<file path="src/rtl/crle_pkg.sv">
package crle_pkg;

  localparam int unsigned MaxPoints = 64;
  localparam int unsigned IdxW      = $clog2(MaxPoints);
  localparam int unsigned AddrW     = 2 * IdxW;
  localparam int unsigned DistW     = 24;
  localparam int unsigned LenW      = 32;
  localparam int unsigned CountW    = 7;
  // facility number plus node count, wide enough for the largest pair
  localparam int unsigned RowW      = CountW + 1;

  localparam logic OpWrite = 1'b0;
  localparam logic OpRoute = 1'b1;

  typedef struct packed {
    logic             operation;
    logic [IdxW-1:0]  row_index;
    logic [IdxW-1:0]  col_index;
    logic [DistW-1:0] distance;
    logic [IdxW-1:0]  facility_index;
    logic [IdxW-1:0]  node_index;
    logic             first_of_route;
    logic             last_of_route;
  } in_item_t;

  typedef struct packed {
    logic [LenW-1:0] route_length;
    logic            saturated;
    logic            index_error;
  } out_item_t;

  typedef struct packed {
    logic clear;
    logic add;
  } accum_ctrl_t;

endpackage

</file>
<file path="src/rtl/crle_accum.sv">
module crle_accum (
  input  logic                       clk_i,
  input  logic                       rst_ni,
  input  crle_pkg::accum_ctrl_t      ctrl_i,
  input  logic [crle_pkg::DistW-1:0] term_i,
  output logic [crle_pkg::LenW-1:0]  sum_o,
  output logic                       sat_o
);
  import crle_pkg::*;

  logic [LenW-1:0] sum_q, sum_d;
  logic            sat_q, sat_d;
  logic [LenW:0]   wide_sum;

  assign wide_sum = {1'b0, sum_q} + {{(LenW + 1 - DistW){1'b0}}, term_i};

  always_comb begin
    sum_d = sum_q;
    sat_d = sat_q;
    if (ctrl_i.clear) begin
      sum_d = '0;
      sat_d = 1'b0;
    end else if (ctrl_i.add) begin
      // clamp at all ones on carry out
      if (wide_sum[LenW]) begin
        sum_d = '1;
        sat_d = 1'b1;
      end else begin
        sum_d = wide_sum[LenW-1:0];
      end
    end
  end

  always_ff @(posedge clk_i or negedge rst_ni) begin
    if (!rst_ni) begin
      sum_q <= '0;
      sat_q <= 1'b0;
    end else begin
      sum_q <= sum_d;
      sat_q <= sat_d;
    end
  end

  assign sum_o = sum_q;
  assign sat_o = sat_q;

endmodule

</file>
<file path="config.mk">
export PLATFORM = sky130hd
export DESIGN_NAME = crle_accum
export DESIGN_NICKNAME = d
export VERILOG_FILES = /design/src/rtl/crle_pkg.sv /design/src/rtl/crle_accum.sv
export SDC_FILE = /design/constraint.sdc
export NUM_CORES = 1
export LEC_CHECK = 0
export BUFFER_PORTS_ARGS = -buffer_cell sky130_fd_sc_hd__buf_4
export CAP_MARGIN = 25
export CORE_UTILIZATION = 51
export CTS_BUF_LIST = sky130_fd_sc_hd__clkbuf_4
export DETAILED_ROUTE_END_ITERATION = 8
export GPL_TIMING_DRIVEN = 0
export PLACE_DENSITY = 0.82
export REMOVE_ABC_BUFFERS = 1
export SLEW_MARGIN = 20
export SYNTH_ARGS = -nofsm -noshare
export SYNTH_HDL_FRONTEND = slang
export SYNTH_SLANG_ARGS = --single-unit
</file>
<file path="constraint.sdc">
create_clock -name clk_i -period 2.8 [get_ports clk_i]
set_clock_uncertainty 0.1 [all_clocks]
set_input_delay 0.28 -clock clk_i [delete_from_list [all_inputs] [get_ports clk_i]]
set_output_delay 0.28 -clock clk_i [all_outputs]
set_load 0.05 [all_outputs]
</file>
==> results of run 1 <==
final timing paths:
check                           startpoint         to  slack [ps]  cells past startpoint
worst max register to register    sum_o[0]  sum_o[23]          30                     10
worst min register to register       sat_o      sat_o         430                      2
max in group asynchronous           rst_ni   sum_o[6]        1970                      2
min in group asynchronous           rst_ni   sum_o[3]         310                      2
worst min-delay path             ctrl_i[1]      sat_o         230                      2
worst max-delay path              sum_o[0]  sum_o[23]          30                     10
layout make-up:
cell class	count	area, sq um
multi-input cells	249	2020
clock buffers	5	37.5
flip-flops and latches	33	826
fillers	372	1290
inverters	7	26.3
well taps	67	83.8
clock inverters	3	65.1
repair buffers	71	536
power by group:
part,leakage [nW],internal [mW],switching (mW)
clock,0.0552,0.276,0.196
combinational,1.08,0.380,0.559
sequential,0.436,0.518,0.0466
total,1.57,1.17,0.801
flip-flops by register name, indices dropped and copies added, names as in the netlist:
name / cells
sat_o: 1
sum_o: 32
stage by stage:
step / instance area [sq um] / instances / power, mW
finish: 3590 / 435 / 1.98
global route: 3590 / 435 / 2.08
global placement: 3120 / 415 / 1.34
floorplan: 2580 / 288 / 1.14
CTS: 3350 / 430 / 1.87
detailed placement: 3120 / 415 / 1.36
cells in the final DEF (no fill, tap or decap), drive strengths merged, types with 3 or more instances in the layout:
cell type,Yosys,final
buf,4,70
a31oi,3,3
a311oi,25,25
clkbuf,14,5
nor2,38,38
dfrtp,33,33
a21oi,26,26
a221oi,4,4
inv,7,7
a21o,8,9
xnor2,7,7
o211ai,4,4
xor2,11,11
o21ai,17,17
nand4,4,4
nand2,18,18
a211oi,5,5
nand3b,3,3
ha,24,24
and2,3,3
nor3,9,9
and3,6,6
nor2b,4,4
nand3,5,5
kinds of logic after synthesis:
group,Yosys count,share of synthesized area [%]
compound gates,104,28.0
xor+xnor,18,5.93
fa+ha+maj,25,12.0
buf+inv,25,3.95
flops,33,31.0
mux,4,1.60
simple gates,97,17.4
repair_timing:
action                                  in CTS  in global routing
endpoints found under the setup margin      32                 17
gates resized for setup                     16                 33
pin swaps                                    7                 15
hold buffers                                 1                  0
setup buffers                                5                  5
cloned                                       1                  0
hold endpoints to repair                    33                  0
worst max-delay path, delay by kind of cell, from the launching register on:
family | cells | cell delay [ps]
fa+ha+maj | 2 | 580
flops | 1 | 420
compound gates | 5 | 1320
simple gates | 3 | 250
layer usage:
layer / vias to the layer above / routed length, um / GRT usage, %
li1: 1285 / - / -
met1: 1296 / 3210 / 34.3
met2: 87 / 3580 / 42.3
met3: 10 / 410 / 5.96
met4: 0 / 82 / 10.1
met5: - / 0 / 0
==> results.md, run 1 <==
* Die Width at approximately 74 um
* CP Launch Type: flop
* Post-synthesis instance total at 306
* Clock transition at path regs at between 100 and 150 ps
* Initial Util at 54.5%
* Post-synth EDFFs at 0
* Setup Viol. Count Final at 0
* Critical path class: flop to flop
* Fmax at approximately 360 MHz
* Worst Path Required at 2940 ps
* Top post-synthesis cells by area: dfrtp_1 31%, ha_1 11%, a311oi_1 7.9%, nor2_1 5.4%, a21oi_1 4.7%
* Post-synth top area share at 31.0%
* CP Max Fanout at 4
* Core Footprint at 4880 sq um
* Total grt overflow at 0
* Tmin final at 2770 ps
* Hpwl dp at 4480 um
* Status: finished clean
* Worst path max stage delay at 420 ps
* Drt pass-1 iters at 4
* Cell Area, Synth at 2660 sq um
* Crit path cell chain: ha_4, fa_2, a21o_4, a221oi_4, nor4_4, o2111ai_4, a21o_4, nand2_4, o32ai_2, nor2_1
* Final core occ at 73.6%
* Final Wtd Congestion at 0.938
* Die Ht at 74.2 um
* Area Growth Syn to Fin at 34.9%
* Worst EP arrival at 2910 ps
* Hold WC Path Type: input pin to flop
* Iter 0 DRT Violations at 202
* Final #Nets at 420
* Top_reg_cell synth: dfrtp_1
* Worst path most repeated cell: a21o_4
* DRT antenna net count at 0
* Worst Setup End Kind: flop
* Pre-CTS setup slack at -569 ps
* Vias at 2,678
* Hold_ws at about 230 ps
* IO Pins at 61
* # clock sinks at 33
* Drt total wl at 7280 um
* Max Transition Viols Final at 0
* Full die area at 5510 sq um
* Via density at 6.16
* CTS root buffer: clkbuf_4
* Cell accounting for the most synthesized area: dfrtp_1
* Max cap viols at 0
* Ant diodes at 0
* PortBufs at 60
* Slew HR at 64.9%
* Fin Setup TNS at 0 ps
* Fin. Hold Viols at 0
* Syn avg cell area at approximately 8.7 sq um
* Max VDD drop at 0.000343 V
* Critical path's slowest cell: dfrtp_1
* Initial antenna violation count at 0
* Worst slew pin tran at roughly 530 ps
* FP Rows at 25
* Clock Path Buffers at 2
* Number of H-tree levels at 2
* Worst setup margin at 25.5 ps
* Ys async rst share at 100%
* First-pass GRT wire length at approximately 11,000 um
* Commonest cells in the netlist: 38 x nor2_1, 33 x dfrtp_1, 25 x a21oi_1
* Latest clock arrival within the worst-skew pair at 350 ps
* DRC viols at 0
* Cts bufs inserted at 5
* Sequential element share of the synthesized area at 31.0%
* Netlist cell types at 49
* Vias in the first global route at 2,463
* Syn. warnings at 0
* TritonCTS clock tree: yes
* Leakage at 1.57 nW
* Final worst-path cycle share at 99.1%
* Fraction of layout cells with a size suffix above 1 at 32.6%
* RSZ-0062 raised after global routing: true
* Seq cells post-synth at 33
* DR WL/cell at ~17 um
* PD cells at 550 nW/um^2
* Top-count cell post-synth: nor2_1
* GRT Resource Usage Total at 26.2%
* Largest net degree at the start of global routing at 52
No activity file was read; power rests on OpenSTA's default activity.
==> run 2, diff against run 1 <==
Settings changed: CORE_UTILIZATION 51 to 49, CTS_BUF_LIST sky130_fd_sc_hd__clkbuf_4 to default, PLACE_DENSITY 0.82 to 0.79.
==> run 2 against run 1 <==
  * Worst hold slack improved by 86 ps
  * Non-clock buffer count increased by 5
  * Global-route usage decreased by 1.4 points
  * Cell area about the same
  * Power decreased by 5.9%
  * Sequential power about the same
  * Largest power group unchanged
  * Critical path depth unchanged
  * First-iteration DRC count decreased by 26%
  * Worst setup slack improved by 10 ps
  * Register-to-register slack about the same
  * Combinational power decreased by 1%
==> results.md, run 2 (synthesis results as in run 1) <==
* Status: finished clean
* Full die area at 5730 sq um
* Largest net degree at the start of global routing at 52
* Area Growth Syn to Fin at 34.9%
* Min-Delay Endpoint: sum_o[23]
* Clk pwr share at 19.6%
* Clock transition at path regs at 70 ps
* Max cap viols at 0
* Initial Util at 51.4%
* Power Internal at between 1 and 1.5 mW
* Latest clock arrival within the worst-skew pair at between 200 and 300 ps
* Sequential Power Share at 30.4%
* Hold WC Path Type: input pin to flop
* Ant diodes at 0
* Setup Viol. Count Final at 0
* TritonCTS clock tree: yes
* Net Sw Frac at 42.2%
* Switch Pwr at 0.785 mW
* Critical path class: flop to flop
* PortBufs at 60
* Drt total wl at 7240 um
* GRT Resource Usage Total at 24.9%
* # clock sinks at 33
* Commonest non-fill, non-tap cell in the layout: buf_4
* Total Power at approximately 1.9 mW
* Final #Nets at 425
* Worst Setup End Kind: flop
* Min-delay src: ctrl_i[1]
* Via density at 6.10
* Max VDD drop at 0.000237 V
* Total grt overflow at 0
* Gate power share at roughly half
* RSZ-0062 raised after global routing: true
* Die Ht at 75.7 um
* DR WL/cell at between 15 and 20 um
* Clock Path Buffers at 2
* Die Width at roughly 76 um
* Final core occ at a little over two thirds
* CP Max Fanout at 3
* Final Wtd Congestion at 0.863
* PD cells at ~520 nW/um^2
* Worst slew pin tran at between 500 and 600 ps
* FF-to-FF End: sum_o[18]
* Final worst-path cycle share at 98.7%
* Hold-critical path depth at 2
* Fraction of layout cells with a size suffix above 1 at 33.0%
* Initial antenna violation count at 0
* FP Rows at 26
* CTS root buffer: clkbuf_8
* First-pass GRT wire length at 10,800 um
* IO Pins at 61
* Worst EP arrival at about 2900 ps
* Worst Path Required at 2890 ps
* Hpwl dp at 4540 um
* Commonest cells after routing, fill and taps aside: 75 x buf_4, 38 x nor2_1, 33 x dfrtp_1, 24 x a311oi_1, 22 x a21oi_1
* Vias in the first global route at 2,419
* Fin. Hold Viols at 0
* DRC viols at 0
* Worst-case reg-to-reg path depth at 10
* Crit Reg-Reg Startpoint: sum_o[0]
* Drt pass-1 iters at 4
* Max FFs per register at 32
* Iter 0 DRT Violations at 149
* Leakage at ~1.6 nW
* Placed inst area at approximately 3100 sq um
* Worst R2R Setup Slack at 40 ps
* Cts bufs inserted at 5
* Number of H-tree levels at 2
* Tmin final at 2760 ps
* Slew HR at between 60% and 70%
* Max Transition Viols Final at 0
* Pre-CTS setup slack at -534 ps
* Final Cell Area at between 3000 and 4000 sq um
* Fmax at 362 MHz
* Worst setup margin at 35.8 ps
* CP Launch Type: flop
* Vias at 2,704
* DRT antenna net count at 0
* Core Footprint at 5170 sq um
## run 2: cell types whose count changed in the layout (fill, tap and decap cells not counted), moves of 2 or more
cell,change
a21oi_2,-2
a21oi_4,+2
a221oi_2,+2
buf_4,+5
bufinv_16,-2
clkbuf_4,-5
clkbuf_8,+5
## run 2: how the worst max path moves through the flow
stage	slack, ps	startpoint	endpoint
floorplan	-280	sum_o[0]	sum_o[23]
global placement	-550	term_i[0]	sum_o[22]
detailed placement	-530	term_i[0]	sum_o[22]
CTS	9	sum_o[0]	sum_o[18]
global route	-90	sum_o[0]	sum_o[18]
finish	40	sum_o[0]	sum_o[18]
## run 2: final cells by class
| cell class | count | area [sq um] |
|---|---|---|
| clock buffer | 6 | 72.6 |
| clock inverter | 2 | 10.0 |
| fill | 413 | 1580 |
| inverter | 7 | 26.3 |
| multi-input combinational | 249 | 1990 |
| sequential | 33 | 826 |
| tap | 70 | 87.6 |
| timing repair buffer | 76 | 573 |
## run 2: routing by layer
metal  vias up  part of all wire (%)  GRT usage, %
li1       1294                     -             -
met1      1320                    44          33.8
met2        82                    49          41.3
met3         8                   5.8          3.97
met4         0                   1.3          6.58
met5         -                     0             0
## run 2: what timing repair did
action	4_1_cts	5_1_grt
gates cloned	1	0
pin swaps	7	18
endpoints found under the setup margin	32	31
endpoints found under the hold margin	33	0
gates resized for setup	13	35
hold buffers	1	0
setup buffers	6	9
## run 2: critical path, cell delays in order, from the launching register on
cell      delay (ps)
dfrtp_1          420
ha_4             180
fa_2             340
a21o_1           220
a221oi_4         340
nor4_4            90
or2_4            270
nor3_4           210
o21ai_2           80
xnor2_1          130
a311oi_1         270
## run 2: metrics by stage
step | hold WS [ps] | setup TNS [ps] | instances
final | 312 | 0 | 443
after global routing | 324 | -607 | 443
after CTS | 298 | 0 | 434
after detailed placement | 157 | -5630 | 418
after global placement | 151 | -5730 | 418
after floorplan | -116 | -1650 | 288
## run 2: power by group through the flow
stage | combinational [mW] | clock, mW | sequential (mW)
detailed placement | 0.787 | 0 | 0.567
global route | 1.01 | 0.385 | 0.571
CTS | 0.827 | 0.368 | 0.558
floorplan | 0.431 | 0 | 0.709
global placement | 0.773 | 0 | 0.566
finish | 0.930 | 0.365 | 0.565
